`src/rtl/bbc_pkg.sv`:
```
`timescale 1ns / 1ps
// bbc_pkg: shared constants, symbol codes and command types of the bracket checker
// used by the modules and the input interface of the bracket checker, depends on nothing

package bbc_pkg;

  // stack geometry
  localparam int STACK_DEPTH = 256;
  localparam int CNT_W       = $clog2(STACK_DEPTH + 1);
  localparam int ADDR_W      = $clog2(STACK_DEPTH);

  // command queue geometry
  localparam int QUEUE_DEPTH = 4;
  localparam int Q_PTR_W     = $clog2(QUEUE_DEPTH);
  localparam int Q_CNT_W     = $clog2(QUEUE_DEPTH + 1);

  // symbol width and bracket codes
  localparam int SYM_W = 8;
  localparam logic [SYM_W-1:0] SYM_OPEN_ROUND   = 8'h28;
  localparam logic [SYM_W-1:0] SYM_CLOSE_ROUND  = 8'h29;
  localparam logic [SYM_W-1:0] SYM_OPEN_SQUARE  = 8'h5B;
  localparam logic [SYM_W-1:0] SYM_CLOSE_SQUARE = 8'h5D;

  // stack entry kinds
  localparam logic KIND_ROUND  = 1'b0;
  localparam logic KIND_SQUARE = 1'b1;

  // classified operation of one item
  typedef enum logic [2:0] {
    OP_NONE,
    OP_OPEN_ROUND,
    OP_OPEN_SQUARE,
    OP_CLOSE_ROUND,
    OP_CLOSE_SQUARE,
    OP_OTHER
  } op_t;

  // command passed from the front end to the stack engine
  typedef struct packed {
    op_t  op;
    logic eol;
  } cmd_t;

endpackage

```
`src/rtl/bbc_in_if.sv`:
```
`timescale 1ns / 1ps
// bbc_in_if: input channel of the bracket checker, one symbol item per handshake
// depends on bbc_pkg for the symbol width

interface bbc_in_if;
  logic                       valid;
  logic                       ready;
  logic [bbc_pkg::SYM_W-1:0]  symbol;
  logic                       has_symbol;
  logic                       end_of_line;

  modport source (output valid, output symbol, output has_symbol, output end_of_line,
                  input ready);
  modport sink   (input valid, input symbol, input has_symbol, input end_of_line,
                  output ready);
endinterface

```
`src/rtl/bbc_out_if.sv`:
```
`timescale 1ns / 1ps
// bbc_out_if: result channel of the bracket checker, one line verdict per handshake
// depends on nothing

interface bbc_out_if;
  logic valid;
  logic ready;
  logic balanced;
  logic overflowed;

  modport source (output valid, output balanced, output overflowed, input ready);
  modport sink   (input valid, input balanced, input overflowed, output ready);
endinterface

```
`src/rtl/bracket_balance_checker_top.sv`:
```
`timescale 1ns / 1ps
// bracket_balance_checker_top: bracket balance checker, front end, queue and stack engine
// depends on bbc_pkg, bbc_in_if, bbc_out_if, bbc_front, bbc_queue and bbc_back
//
//   channel   dir  payload                              meaning
//   in_item   in   symbol[7:0], has_symbol, end_of_line  one byte of a line
//   out_item  out  balanced, overflowed                  verdict at each line end
//
// One item is taken per cycle while the queue has room; a line verdict travels from its
// end-marked item through the command queue and the result register onto out_item, and
// is delayed further only while an unread verdict holds the queue back. The stack
// keeps its top two entries in flops, so a pop right after a pop reads the memory
// one entry ahead. Reset is synchronous and clears all control; the stack memory
// needs no clearing. Input stalls only when the four-entry queue fills behind an
// unread verdict.

module bracket_balance_checker_top (
  input  logic       clk,
  input  logic       rst_n,
  bbc_in_if.sink     in_item,
  bbc_out_if.source  out_item
);

  logic           fq_valid, fq_ready;
  bbc_pkg::cmd_t  fq_cmd;
  logic           qb_valid, qb_ready;
  bbc_pkg::cmd_t  qb_cmd;

  // classify incoming items
  bbc_front u_front (
    .in_item   (in_item),
    .cmd_valid (fq_valid),
    .cmd_ready (fq_ready),
    .cmd       (fq_cmd)
  );

  // decouple front end and stack engine
  bbc_queue u_queue (
    .clk      (clk),
    .rst_n    (rst_n),
    .wr_valid (fq_valid),
    .wr_ready (fq_ready),
    .wr_cmd   (fq_cmd),
    .rd_valid (qb_valid),
    .rd_ready (qb_ready),
    .rd_cmd   (qb_cmd)
  );

  // run stack commands and report verdicts
  bbc_back u_back (
    .clk       (clk),
    .rst_n     (rst_n),
    .cmd_valid (qb_valid),
    .cmd_ready (qb_ready),
    .cmd       (qb_cmd),
    .out_item  (out_item)
  );

endmodule

```
`src/rtl/bbc_front.sv`:
```
`timescale 1ns / 1ps
// bbc_front: accepts input items and classifies each symbol into a stack command
// depends on bbc_pkg and bbc_in_if

module bbc_front (
  bbc_in_if.sink         in_item,
  output logic           cmd_valid,
  input  logic           cmd_ready,
  output bbc_pkg::cmd_t  cmd
);

  bbc_pkg::op_t op;

  // symbol decode
  always_comb begin
    op = bbc_pkg::OP_NONE;
    if (in_item.has_symbol) begin
      case (in_item.symbol)
        bbc_pkg::SYM_OPEN_ROUND:   op = bbc_pkg::OP_OPEN_ROUND;
        bbc_pkg::SYM_OPEN_SQUARE:  op = bbc_pkg::OP_OPEN_SQUARE;
        bbc_pkg::SYM_CLOSE_ROUND:  op = bbc_pkg::OP_CLOSE_ROUND;
        bbc_pkg::SYM_CLOSE_SQUARE: op = bbc_pkg::OP_CLOSE_SQUARE;
        default:                   op = bbc_pkg::OP_OTHER;
      endcase
    end
  end

  // handshake toward the command queue
  assign cmd.op        = op;
  assign cmd.eol       = in_item.end_of_line;
  assign cmd_valid     = in_item.valid;
  assign in_item.ready = cmd_ready;

endmodule

```
`src/rtl/bbc_queue.sv`:
```
`timescale 1ns / 1ps
// bbc_queue: small command queue between the front end and the stack engine
// depends on bbc_pkg for the command type and queue depth

module bbc_queue (
  input  logic           clk,
  input  logic           rst_n,
  input  logic           wr_valid,
  output logic           wr_ready,
  input  bbc_pkg::cmd_t  wr_cmd,
  output logic           rd_valid,
  input  logic           rd_ready,
  output bbc_pkg::cmd_t  rd_cmd
);

  bbc_pkg::cmd_t                 slot_r [bbc_pkg::QUEUE_DEPTH];
  logic [bbc_pkg::Q_PTR_W-1:0]   wr_ptr_r, wr_ptr_nxt;
  logic [bbc_pkg::Q_PTR_W-1:0]   rd_ptr_r, rd_ptr_nxt;
  logic [bbc_pkg::Q_CNT_W-1:0]   fill_r, fill_nxt;
  logic                          do_wr, do_rd;

  // status and handshakes
  assign wr_ready = (fill_r != bbc_pkg::Q_CNT_W'(bbc_pkg::QUEUE_DEPTH));
  assign rd_valid = (fill_r != '0);
  assign rd_cmd   = slot_r[rd_ptr_r];
  assign do_wr    = wr_valid && wr_ready;
  assign do_rd    = rd_valid && rd_ready;

  // pointer and fill arithmetic
  always_comb begin
    wr_ptr_nxt = wr_ptr_r;
    rd_ptr_nxt = rd_ptr_r;
    fill_nxt   = fill_r;
    if (do_wr) begin
      wr_ptr_nxt = (wr_ptr_r == bbc_pkg::Q_PTR_W'(bbc_pkg::QUEUE_DEPTH - 1)) ?
                   '0 : wr_ptr_r + 1'b1;
    end
    if (do_rd) begin
      rd_ptr_nxt = (rd_ptr_r == bbc_pkg::Q_PTR_W'(bbc_pkg::QUEUE_DEPTH - 1)) ?
                   '0 : rd_ptr_r + 1'b1;
    end
    if (do_wr && !do_rd) begin
      fill_nxt = fill_r + 1'b1;
    end else if (do_rd && !do_wr) begin
      fill_nxt = fill_r - 1'b1;
    end
  end

  // control registers
  always_ff @(posedge clk) begin
    if (!rst_n) begin
      wr_ptr_r <= '0;
      rd_ptr_r <= '0;
      fill_r   <= '0;
    end else begin
      wr_ptr_r <= wr_ptr_nxt;
      rd_ptr_r <= rd_ptr_nxt;
      fill_r   <= fill_nxt;
    end
  end

  // slot storage
  always_ff @(posedge clk) begin
    if (do_wr) begin
      slot_r[wr_ptr_r] <= wr_cmd;
    end
  end

endmodule

```
`src/rtl/bbc_back.sv`:
```
`timescale 1ns / 1ps
// bbc_back: stack engine that runs bracket commands and reports one verdict per line
// depends on bbc_pkg and bbc_out_if

module bbc_back (
  input  logic           clk,
  input  logic           rst_n,
  input  logic           cmd_valid,
  output logic           cmd_ready,
  input  bbc_pkg::cmd_t  cmd,
  bbc_out_if.source      out_item
);

  // kind stack storage, top two entries cached in flops
  logic                        kind_mem [bbc_pkg::STACK_DEPTH];
  logic                        mem_q_r;

  logic [bbc_pkg::CNT_W-1:0]   count_r, count_nxt;
  logic                        failed_r, failed_nxt;
  logic                        ovf_r, ovf_nxt;
  logic                        top_r, top_nxt;
  logic                        below_hold_r, below_hold_nxt;
  logic                        below_sel_mem_r, below_sel_mem_nxt;
  logic                        out_valid_r, out_valid_nxt;
  logic                        out_balanced_r, out_balanced_nxt;
  logic                        out_overflowed_r, out_overflowed_nxt;

  logic                        go, do_push, do_pop, push_kind, below;
  logic                        line_fail, line_ovf;
  logic [bbc_pkg::CNT_W-1:0]   line_count;
  logic [bbc_pkg::CNT_W-1:0]   rd_idx;

  assign below     = below_sel_mem_r ? mem_q_r : below_hold_r;
  assign rd_idx    = count_r - bbc_pkg::CNT_W'(3);
  assign cmd_ready = !cmd.eol || !out_valid_r || out_item.ready;
  assign go        = cmd_valid && cmd_ready;

  // per-command stack decision
  always_comb begin
    do_push    = 1'b0;
    do_pop     = 1'b0;
    push_kind  = bbc_pkg::KIND_ROUND;
    line_fail  = failed_r;
    line_ovf   = ovf_r;
    line_count = count_r;
    if (go && !failed_r) begin
      case (cmd.op)
        bbc_pkg::OP_OPEN_ROUND, bbc_pkg::OP_OPEN_SQUARE: begin
          push_kind = (cmd.op == bbc_pkg::OP_OPEN_SQUARE) ?
                      bbc_pkg::KIND_SQUARE : bbc_pkg::KIND_ROUND;
          if (count_r == bbc_pkg::CNT_W'(bbc_pkg::STACK_DEPTH)) begin
            line_fail = 1'b1;
            line_ovf  = 1'b1;
          end else begin
            do_push    = 1'b1;
            line_count = count_r + 1'b1;
          end
        end
        bbc_pkg::OP_CLOSE_ROUND, bbc_pkg::OP_CLOSE_SQUARE, bbc_pkg::OP_OTHER: begin
          if (count_r == '0) begin
            line_fail = 1'b1;
          end else if (cmd.op == bbc_pkg::OP_CLOSE_SQUARE &&
                       top_r != bbc_pkg::KIND_SQUARE) begin
            line_fail = 1'b1;
          end else if (cmd.op == bbc_pkg::OP_CLOSE_ROUND &&
                       top_r != bbc_pkg::KIND_ROUND) begin
            line_fail = 1'b1;
          end else begin
            do_pop     = 1'b1;
            line_count = count_r - 1'b1;
          end
        end
        default: begin
        end
      endcase
    end
  end

  // line state, top-of-stack cache and result register
  always_comb begin
    count_nxt          = line_count;
    failed_nxt         = line_fail;
    ovf_nxt            = line_ovf;
    top_nxt            = top_r;
    below_hold_nxt     = below_hold_r;
    below_sel_mem_nxt  = below_sel_mem_r;
    out_valid_nxt      = out_valid_r && !out_item.ready;
    out_balanced_nxt   = out_balanced_r;
    out_overflowed_nxt = out_overflowed_r;

    // push shifts the cache down, pop pulls the next entry up
    if (do_push) begin
      top_nxt           = push_kind;
      below_hold_nxt    = top_r;
      below_sel_mem_nxt = 1'b0;
    end else if (do_pop) begin
      top_nxt           = below;
      below_sel_mem_nxt = 1'b1;
    end

    // end of line: report and clear
    if (go && cmd.eol) begin
      out_valid_nxt      = 1'b1;
      out_balanced_nxt   = !line_fail && (line_count == '0);
      out_overflowed_nxt = line_ovf;
      count_nxt          = '0;
      failed_nxt         = 1'b0;
      ovf_nxt            = 1'b0;
    end
  end

  always_ff @(posedge clk) begin
    if (!rst_n) begin
      count_r         <= '0;
      failed_r        <= 1'b0;
      ovf_r           <= 1'b0;
      below_sel_mem_r <= 1'b0;
      out_valid_r     <= 1'b0;
    end else begin
      count_r         <= count_nxt;
      failed_r        <= failed_nxt;
      ovf_r           <= ovf_nxt;
      below_sel_mem_r <= below_sel_mem_nxt;
      out_valid_r     <= out_valid_nxt;
    end
  end

  // payload registers
  always_ff @(posedge clk) begin
    top_r            <= top_nxt;
    below_hold_r     <= below_hold_nxt;
    out_balanced_r   <= out_balanced_nxt;
    out_overflowed_r <= out_overflowed_nxt;
  end

  // stack memory: write on push, registered read of the third entry on pop
  always_ff @(posedge clk) begin
    if (do_push) begin
      kind_mem[count_r[bbc_pkg::ADDR_W-1:0]] <= push_kind;
    end
    if (do_pop) begin
      mem_q_r <= kind_mem[rd_idx[bbc_pkg::ADDR_W-1:0]];
    end
  end

  assign out_item.valid      = out_valid_r;
  assign out_item.balanced   = out_balanced_r;
  assign out_item.overflowed = out_overflowed_r;

endmodule

```
`src/flat_wrapper.sv`:
```
// flat-port wrapper written by rule: the top's interface ports become plain ports
module bracket_balance_checker_top_flat 
  (clk, rst_n, in_item_valid, in_item_symbol, in_item_has_symbol, in_item_end_of_line, in_item_ready, out_item_valid, out_item_balanced, out_item_overflowed, out_item_ready);
  bbc_in_if in_item_i ();
  bbc_out_if out_item_i ();
  input  logic clk;
  input  logic rst_n;
  input wire logic [$bits(in_item_i.valid)-1:0] in_item_valid;
  input wire logic [$bits(in_item_i.symbol)-1:0] in_item_symbol;
  input wire logic [$bits(in_item_i.has_symbol)-1:0] in_item_has_symbol;
  input wire logic [$bits(in_item_i.end_of_line)-1:0] in_item_end_of_line;
  output wire logic [$bits(in_item_i.ready)-1:0] in_item_ready;
  output wire logic [$bits(out_item_i.valid)-1:0] out_item_valid;
  output wire logic [$bits(out_item_i.balanced)-1:0] out_item_balanced;
  output wire logic [$bits(out_item_i.overflowed)-1:0] out_item_overflowed;
  input wire logic [$bits(out_item_i.ready)-1:0] out_item_ready;
  assign in_item_i.valid = in_item_valid;
  assign in_item_i.symbol = in_item_symbol;
  assign in_item_i.has_symbol = in_item_has_symbol;
  assign in_item_i.end_of_line = in_item_end_of_line;
  assign in_item_ready = in_item_i.ready;
  assign out_item_valid = out_item_i.valid;
  assign out_item_balanced = out_item_i.balanced;
  assign out_item_overflowed = out_item_i.overflowed;
  assign out_item_i.ready = out_item_ready;
  bracket_balance_checker_top u_core (.clk(clk), .rst_n(rst_n), .in_item(in_item_i), .out_item(out_item_i));
endmodule
```
`config.mk`:
```
export PLATFORM = sky130hd
export DESIGN_NAME = bracket_balance_checker_top_flat
export DESIGN_NICKNAME = d
export VERILOG_FILES = /design/src/rtl/bbc_pkg.sv /design/src/rtl/bbc_in_if.sv /design/src/rtl/bbc_out_if.sv /design/src/rtl/bracket_balance_checker_top.sv /design/src/rtl/bbc_front.sv /design/src/rtl/bbc_queue.sv /design/src/rtl/bbc_back.sv /design/src/flat_wrapper.sv
export SDC_FILE = /design/constraint.sdc
export NUM_CORES = 1
export LEC_CHECK = 0
export BUFFER_PORTS_ARGS = -buffer_cell sky130_fd_sc_hd__buf_2
export CAP_MARGIN = 20
export CORE_MARGIN = 2
export CORE_UTILIZATION = 55
export DETAILED_ROUTE_END_ITERATION = 10
export PLACE_DENSITY = 0.69
export SYNTH_ARGS = -nofsm -noshare
export SYNTH_HDL_FRONTEND = slang
export SYNTH_SLANG_ARGS = --single-unit
```
`constraint.sdc`:
```
create_clock -name clk -period 11.1 [get_ports clk]
set_input_delay 2.22 -clock clk [delete_from_list [all_inputs] [get_ports clk]]
set_output_delay 2.22 -clock clk [all_outputs]
set_load 0.005 [all_outputs]
```
After elaboration in Yosys (flattened, before gate mapping)
Memory sizes are Yosys's and may differ from the RTL's. A register that Yosys moved wholly into a read port is not among the register bits.
Cells that the tools add are included.
- add/subtract/negate cells: 7
- equal/unequal tests: 13
- bitwise operators: 2
- mux-type cells: 42
- reduce and logical (&&, ||, !) cells: 28
- operators with widths (kind ; number):
    9-bit 2-to-1 mux ; 5
    1-bit 2-to-1 mux ; 27
    9-bit logical NOT ; 2
    9-bit case mux with 2 select lines ; 1
    8-bit by 6-bit equality test with 1-bit output (second input constant) ; 2
    8-bit by 7-bit equality test with 1-bit output (second input constant) ; 2
    3-bit case mux with 4 select lines ; 1
    1-bit logical AND ; 10
    9-bit by 1-bit adder with 9-bit output (second input constant) ; 1
    9-bit equality test (second input constant) ; 1
    3-bit 2-to-1 mux ; 3
    9-bit by 1-bit subtractor with 9-bit output (second input constant) ; 1
    2-bit 2-to-1 mux ; 4
    8-bit by 2-bit subtractor with 8-bit output (second input constant) ; 1
    1-bit logical NOT ; 7
    3-bit by 2-bit equality test with 1-bit output (second input constant) ; 2
    3-bit equality test (second input constant) ; 2
    2-bit OR reduction ; 3
    2-bit by 1-bit adder with 2-bit output (second input constant) ; 2
    2-bit equality test (second input constant) ; 2
    2-bit nonzero test ; 2
    3-bit by 1-bit adder with 3-bit output (second input constant) ; 1
    3-bit by 1-bit equality test with 1-bit output (second input constant) ; 1
    3-bit inequality test (second input constant) ; 1
    6 further kinds ; 8
- output and inout bits: 4
- memory bits (writable): 272
- register bits: 24
- input bits: 14
- word-level logic and storage cells: 106
- memories kept: 2
- memories (memory ; depth ; bits a word ; rd ports ; clocked after Yosys merged registers in ; write ports ; line ; RTL):
    u_core.u_back.kind_mem ; 256 ; 1 ; 1 ; 1 ; 1 ; bbc_back.sv:15 ; logic kind_mem [bbc_pkg::STACK_DEPTH];
    u_core.u_queue.slot_r ; 4 ; 4 ; 1 ; 1 ; 1 ; bbc_queue.sv:16 ; bbc_pkg::cmd_t slot_r [bbc_pkg::QUEUE_DEPTH];

Depth between registers and ports, before layout
Gate-level depths: netlist (run 1).
- word-level depth: 9
- depth in mapped cells: 13
- mapped depth without buffers: 10

Cells and area by module
From an unflattened synthesis (run 1), not the netlist that was laid out.
- cell total of the unflattened synthesis: 1188
- area, all modules: 14121.0 um^2
- modules (own cells, without submodules) (module ; instances ; cells an instance ; seq. area each (um^2) ; area each (um^2)):
    bbc_back ; 1 ; 1105 ; 8097.8 ; 12964.9
    bbc_queue ; 1 ; 71 ; 660.6 ; 1056.0
    bbc_front ; 1 ; 12 ; 0.0 ; 100.1

Worst setup path before layout (run 1)
OpenSTA, ideal clock, no wires.
- path type: in2reg
- from: input port out_item_ready
- to: memory u_core.u_back.kind_mem[0], data pin
- required time: 9710 ps
- slack: 1141 ps
- data arrival time: 8569 ps
- setup time: 1390 ps
- buffers on the path: 0
- stages: 3
- cells stage by stage: nor2b_1 a211o_1 nor2_1
- word-level cells in the longest chain between the ends: 4
- RTL lines (what ; line ; RTL):
    from (decl) ; flat_wrapper.sv:16 ; input wire logic [$bits(out_item_i.ready)-1:0] out_item_ready;
    1-bit logical OR ; bbc_back.sv:35 ; assign cmd_ready = !cmd.eol || !out_valid_r || out_item.ready;
    1-bit logical AND ; bbc_back.sv:36 ; assign go = cmd_valid && cmd_ready;
    1-bit logical AND ; bbc_back.sv:46 ; if (go && !failed_r) begin
    1-bit 2-to-1 mux ; bbc_back.sv:46 ;
    via u_core.u_back.push_kind ; bbc_back.sv:28 ; logic go, do_push, do_pop, push_kind, below;
    to (decl) ; bbc_back.sv:15 ;
The timed path passes the listed nets, and every way through them passes these cells.

Worst setup path after layout (run 1)
- from: register u_core.u_back.count_r[0] in the netlist's numbering
- to: register u_core.u_back.mem_q_r, read port of u_core.u_back.kind_mem, data pin
- word-level cells in the longest chain between the ends: 4
- RTL lines (what ; line ; RTL):
    from (decl) ; bbc_back.sv:18 ; logic [bbc_pkg::CNT_W-1:0] count_r, count_nxt;
    from (signal assigned) ; bbc_back.sv:120 ; count_r <= count_nxt;
    branches (longest 4 deep; another with 8-bit by 2-bit subtractor with 8-bit output) ; - ;
    to (decl) ; bbc_back.sv:16 ; logic mem_q_r;
Parallel ways; which one is timed is not known.
A chain may end at the register's enable or synchronous reset.

==> results of run 1 <==
## synthesized netlist by cell type (2+ instances only)
library cell and count:
nand3_2 4, nor2_1 275, a31oi_1 3, or3_1 3, o211ai_1 5, buf_4 2
edfxtp_1 277, o41a_1 2, and3_1 9, nor4b_1 2, a211o_1 3, nand4_1 6
xnor2_1 5, nand3_1 21, buf_6 2, mux4_2 88, mux2i_1 5, a21boi_0 2
a41o_1 2, clkbuf_1 46, a211oi_1 2, inv_1 11, buf_2 16, a41oi_1 2
nand2b_1 4, o21ai_0 2, nor3_1 11, a21oi_1 10, buf_1 3, nand3b_1 2
ha_1 11, dfxtp_1 22, nand2_1 24, and2_1 3, nor2b_1 13, nor4_1 6
xor2_1 8
## report_power, final
group          total, mW  leakage (nW)  switching [mW]  internal [mW]
clock network      0.991         0.467           0.416          0.575
registers           1.41          2.74          0.0702           1.33
logic               1.14          1.42           0.671          0.473
## per-layer routing
layer	global-route usage, %	share of wire, %	vias to the layer above
li1	-	-	3528
met3	3.75	7.6	51
met2	36.0	47	317
met1	33.2	43	4095
met5	0	0	-
met4	6.33	2.0	0
## flip-flops by register name (all words and copies together) (netlist names), named ones only
register	count
u_core.u_back.below_hold_r	1
u_core.u_back.below_sel_mem_r	1
u_core.u_back.count_r	9
u_core.u_back.failed_r	1
u_core.u_back.kind_mem	256
u_core.u_back.mem_q_r	1
u_core.u_back.out_item.balanced	1
u_core.u_back.out_item.overflowed	1
u_core.u_back.out_item.valid	1
u_core.u_back.ovf_r	1
u_core.u_back.top_r	1
u_core.u_queue.fill_r	3
u_core.u_queue.rd_ptr_r	2
u_core.u_queue.slot_r	16
u_core.u_queue.wr_ptr_r	2
## cell type report
cell class                      count  area [µm²]  area share, %
Multi-Input combinational cell    565        4520           30.3
Clock buffer                       50         897           6.01
Inverter                           12        58.8          0.394
Tap cell                          324         405           2.72
Timing Repair Buffer               26         200           1.34
Sequential cell                   299        8760           58.7
Clock inverter                      8        76.3          0.512
## final timing paths
check | from | to | slack, ps
worst min register to register | u_core.u_queue.wr_ptr_r[1] | u_core.u_queue.wr_ptr_r[1] | 510
worst max-delay path | u_core.u_back.count_r[0] | u_core.u_back.mem_q_r | 6920
worst min-delay path | u_core.u_queue.wr_ptr_r[1] | u_core.u_queue.wr_ptr_r[1] | 510
worst max register to register | u_core.u_back.count_r[0] | u_core.u_back.mem_q_r | 6920
## worst min-delay path, cell delays in order (launching register included)
cell and delay (ps):
dfxtp_1 340, nand2_1 60, a21boi_0 70
## logic make-up (layout without fill, tap and decap cells)
family	Yosys count	after routing	share of synthesized area (%)
multiplexers	93	93	14.9
XOR/XNOR	14	14	0.957
adder cells (fa/ha/maj)	12	12	1.16
flip-flops	299	299	64.4
buffers and inverters	81	96	2.65
AO/OA/AOI/OAI	52	52	3.05
AND/OR/NAND/NOR	394	394	12.9
## per-stage QoR
step	util [%]	std cells	hold WS [ps]	area, µm²	power (mW)
5_1_grt	61.3	1284	539	14900	3.69
2_1_floorplan	-	945	476	13600	2.29
3_3_place_gp	57.1	1223	498	13900	2.55
4_1_cts	61.2	1282	520	14900	3.55
3_5_place_dp	57.2	1224	511	13900	2.57
6_report	61.3	1284	515	14900	3.54
==> results.py, run 1 <==
metrics = {
    "cts": {
        "htree_levels": 1,
        "cts_tree": "done",
        "numCtsBuffers": 31,
        "cts-resized-gates": 0,
        "cts_sinks": 299,
        "clockBufferDepth": 3,
        "root_buffer": "clkbuf_16",
        "hold_buffers": 0,
        "cts_setup_buffers": 0,
        "clkSlewWorstSetupHoldPaths_ps": 60,
        "clk_latency_ps": 560,
    },
    "critical_path": {
        "worstPathCellList": "inv_1 -> ha_4 -> mux4_2 -> mux4_2 -> mux4_2 -> mux2i_1 -> mux2i_1",
        "end_kind": "flop",
        "cp-start-kind": "flop",
        "cp.arrival_ps": 4460,
        "criticalPathCategory": "flop to flop",
        "worstPathBufferInverterCount": 1,
        "cp_common_cell": "mux4_2",
        "reg2reg_depth": 7,
        "critical_path_depth": 7,
        "worst_path_max_delay_cell": "ha_4",
        "cpPeakStageDelay_ps": 1040,
        "cp_max_fo": 67,
        "cpLargestDelayFamily": "multiplexers",
        "crit_required_ps": 11380,
    },
    "routing": {
        "dr.pass1.iters": 5,
        "wl_per_cell_um": 22.6,
        "drtIter0Drc": 856,
        "drt_wl_total_mm": 29.0,
        "via_count": 7991,
        "drc": 0,
        "routed_via_density": 6.22,
        "drtAntennaViolNets": 0,
    },
    "cells_and_area": {
        "diodes": 0,
        "fill_cells": 1835,
        "drive_gt1_share_pct": 18.6,
        "final_common_cell": "edfxtp_1",
        "syn2layout_area_growth_pct": 9.68,
        "layout_common_cells": "edfxtp_1 (277), nor2_1 (274), mux4_2 (88)",
        "fin_nets": 961,
    },
    "logic_synthesis": {
        "synth.distinct_cells": 70,
        "synth_edf_count": 277,
        "synth_nets": 971,
        "yosysWarnings": 0,
        "netlist_top_cells_area": "edfxtp_1 (61%), mux4_2 (15%), nor2_1 (7.6%), dfxtp_1 (3.2%), clkbuf_1 (1.3%)",
        "synthCells": 945,
        "syn_area_mm2": 0.0136,
        "synth_top_area_share_pct": 61.1,
        "synth_ff_type": "edfxtp_1",
        "async_flop_share_pct": 0,
        "syn_avg_cell_area_um2": 14.4,
        "ys_seq_area_share_pct": 64.4,
        "ys_ff_latch": 299,
        "yosys.area.top_type": "edfxtp_1",
    },
    "global_route": {
        "grt_pass1_vias": 7800,
        "grt_use_total_pct": 22.7,
        "grt-ovfl-total": 0,
        "grt_pass1_wl_mm": 44.8,
        "grt_max_degree": 114,
        "grt_antenna_before_repair": 0,
    },
    "floorplan": {
        "initial_core_util_pct": 55.9,
        "die_area_mm2": 0.0260,
        "die_w_um": 161,
        "rows": 57,
        "coreArea_mm2": 0.0243,
        "chipHeight_um": 161,
        "pin_count": 18,
    },
    "placed_design": {
        "gp_congestion": 0.860,
        "place_worst_setup_slack_ps": 6290,
        "port_buffers": 17,
        "dp_hpwl_mm": 16.7,
    },
    "power_and_ir_drop": {
        "leakagePower_nw": 4.63,
        "power_density_mw_per_mm2": 237,
        "vdd_drop_max_mv": 0.156,
    },
    "timing": {
        "setup_ws_ps": 6920,
        "finalCriticalPeriod_ps": 4180,
        "finalCritPeriodShare_pct": 37.6,
        "tightest_slew_ps": 1120,
        "fmax_mhz": 239,
        "setup_viol": 0,
        "rsz0062_at_grt": "no",
        "finalHoldViolations": 0,
        "fin_tns_setup_ps": 0,
        "relSlewSlack_pct": 25.2,
        "maxSlewViolCount": 0,
        "clock_skew_ps": 14.1,
    },
    "hold_path": {
        "min_path_type": "flop to flop",
        "hold-path-cell-count": 2,
    },
    "status": {
        "outcome": "finished, final reports clean",
    },
    "run": {
        "cap_viol_max_count": 0,
    },
}
No activity file was read; power rests on OpenSTA's default activity.
==> run 2: changes to the inputs <==
- PLACE_DENSITY: 0.69 -> 0.72
- clock period: 11.1 -> 3.6 ns (I/O delays scaled with it)
==> results.py, run 2 (synthesis gave the netlist of run 1 again) <==
metrics = {
    "status": {
        "outcome": "finished, final reports clean",
    },
    "cells_and_area": {
        "diodes": 0,
        "fin_nets": 999,
        "largest_reg_flops": 256,
        "syn2layout_area_growth_pct": 12.4,
        "final_cell_count_no_fill": 1321,
        "final_common_cell": "edfxtp_1",
        "fill_cells": 1773,
        "layout_common_cells": "edfxtp_1 (277), nor2_1 (274), mux4_2 (88)",
        "fin_util_pct": 62.9,
        "drive_gt1_share_pct": 22.1,
    },
    "critical_path": {
        "worstPathCellList": "inv_1 -> ha_4 -> buf_12 -> mux4_2 -> mux4_2 -> mux4_2 -> mux2i_1 -> mux2i_1",
        "cp.arrival_ps": 3610,
        "cp-start-kind": "flop",
        "criticalPathCategory": "flop to flop",
        "worst_path_max_delay_cell": "ha_4",
        "cpPeakStageDelay_ps": 550,
        "worstPathBufferInverterCount": 2,
        "crit_required_ps": 3890,
        "cp_common_cell": "mux4_2",
        "cpLargestDelayFamily": "multiplexers",
        "cp_max_fo": 25,
        "end_kind": "flop",
    },
    "power_and_ir_drop": {
        "p_sw_share_pct": 32.5,
        "power_density_mw_per_mm2": 730,
        "power_mw": 11.2,
        "clockPowerShare_pct": 27.7,
        "p_sw_mw": 3.62,
        "vdd_drop_max_mv": 0.490,
        "leakagePower_nw": 4.82,
        "p_seq_share_pct": 38.1,
        "p_int_mw": 7.53,
        "pwr-share-comb_pct": 34.2,
    },
    "routing": {
        "routed_via_density": 6.18,
        "drc": 0,
        "drtIter0Drc": 1029,
        "dr.pass1.iters": 5,
        "drtAntennaViolNets": 0,
        "wl_per_cell_um": 23.4,
        "drt_wl_total_mm": 30.9,
        "via_count": 8165,
    },
    "cts": {
        "numCtsBuffers": 31,
        "hold_buffers": 0,
        "cts-resized-gates": 0,
        "clockBufferDepth": 3,
        "htree_levels": 1,
        "clk_latency_ps": 550,
        "clkSlewWorstSetupHoldPaths_ps": 60,
        "cts_tree": "done",
        "root_buffer": "clkbuf_16",
        "cts_sinks": 299,
        "cts_setup_buffers": 0,
    },
    "timing": {
        "maxSlewViolCount": 0,
        "relSlewSlack_pct": 29.4,
        "fin_tns_setup_ps": 0,
        "clock_skew_ps": 12.7,
        "fmax_mhz": 301,
        "fin_hold_ws_ps": 390,
        "finalCriticalPeriod_ps": 3320,
        "rsz0062_at_grt": "no",
        "finalCritPeriodShare_pct": 92.2,
        "setup_viol": 0,
        "tightest_slew_ps": 1050,
        "finalHoldViolations": 0,
    },
    "placed_design": {
        "gp_congestion": 0.923,
        "dp_hpwl_mm": 19.2,
        "port_buffers": 17,
        "dp_cells": 1264,
    },
    "global_route": {
        "grt_pass1_wl_mm": 47.6,
        "globalRouteMet1Util_pct": 35.4,
        "grt-ovfl-total": 0,
        "grt_use_met2_pct": 39.3,
        "top_usage_layer": "met2",
        "grt_max_degree": 57,
        "grtUsageMet3_pct": 4.31,
        "grt_antenna_before_repair": 0,
        "grt_use_total_pct": 24.4,
        "grt_pass1_vias": 8148,
    },
    "floorplan": {
        "die_area_mm2": 0.0260,
        "rows": 57,
        "pin_count": 18,
        "die_w_um": 161,
        "initial_core_util_pct": 55.9,
        "chipHeight_um": 161,
        "coreArea_mm2": 0.0243,
    },
    "run": {
        "cap_viol_max_count": 0,
    },
    "hold_path": {
        "min_path_type": "input port to flop",
    },
}
run 2: cell types whose count changed in the layout (fill, tap and decap cells not counted), sizes merged:
cell / change
buf: +38
clkbuf: -13
clkinv: +10
bufinv: +2
clkinvlp: +2
inv: -2
run 2: path summary, 6_finish.rpt:
path | from | to | slack (ps) | cells after the start
worst max-delay path | u_core.u_back.count_r[1] | u_core.u_back.mem_q_r | 280 | 8
worst min-delay path | in_item_end_of_line | u_core.u_queue.slot_r[2][0] | 390 | 1
worst max register to register | u_core.u_back.count_r[1] | u_core.u_back.mem_q_r | 280 | 8
worst min register to register | u_core.u_back.ovf_r | u_core.u_back.out_item.overflowed | 510 | 1
run 2: routing by layer:
metal	vias to the layer above	share of wire [%]
met2	332	48
met1	4179	41
met5	-	0
met3	54	8.1
met4	0	2.4
li1	3600	-
run 2: area by class of cell:
| type | instances | area (µm²) | share of cell area, % |
|---|---|---|---|
| well taps | 324 | 405 | 2.65 |
| flip-flops and latches | 299 | 8770 | 57.3 |
| multi-input cells | 565 | 4520 | 29.6 |
| repair buffers | 64 | 551 | 3.60 |
| clock inverters | 20 | 189 | 1.24 |
| clock buffers | 37 | 798 | 5.22 |
| inverters | 12 | 58.8 | 0.385 |
run 2: stage by stage:
stage / cell area (µm²) / setup WS (ps)
after CTS: 15300 / 303
final: 15300 / 281
after global placement: 14300 / 378
after global routing: 15300 / 175
after detailed placement: 14300 / 337
after floorplan: 13600 / -518
run 2: power groups by stage:
stage / registers [mW] / clock network [mW] / logic, mW
after floorplan: 4.27 / 0 / 2.77
after global placement: 4.32 / 0 / 3.70
after detailed placement: 4.32 / 0 / 3.76
after CTS: 4.25 / 3.14 / 3.78
after global routing: 4.27 / 3.28 / 4.09
final: 4.25 / 3.09 / 3.81
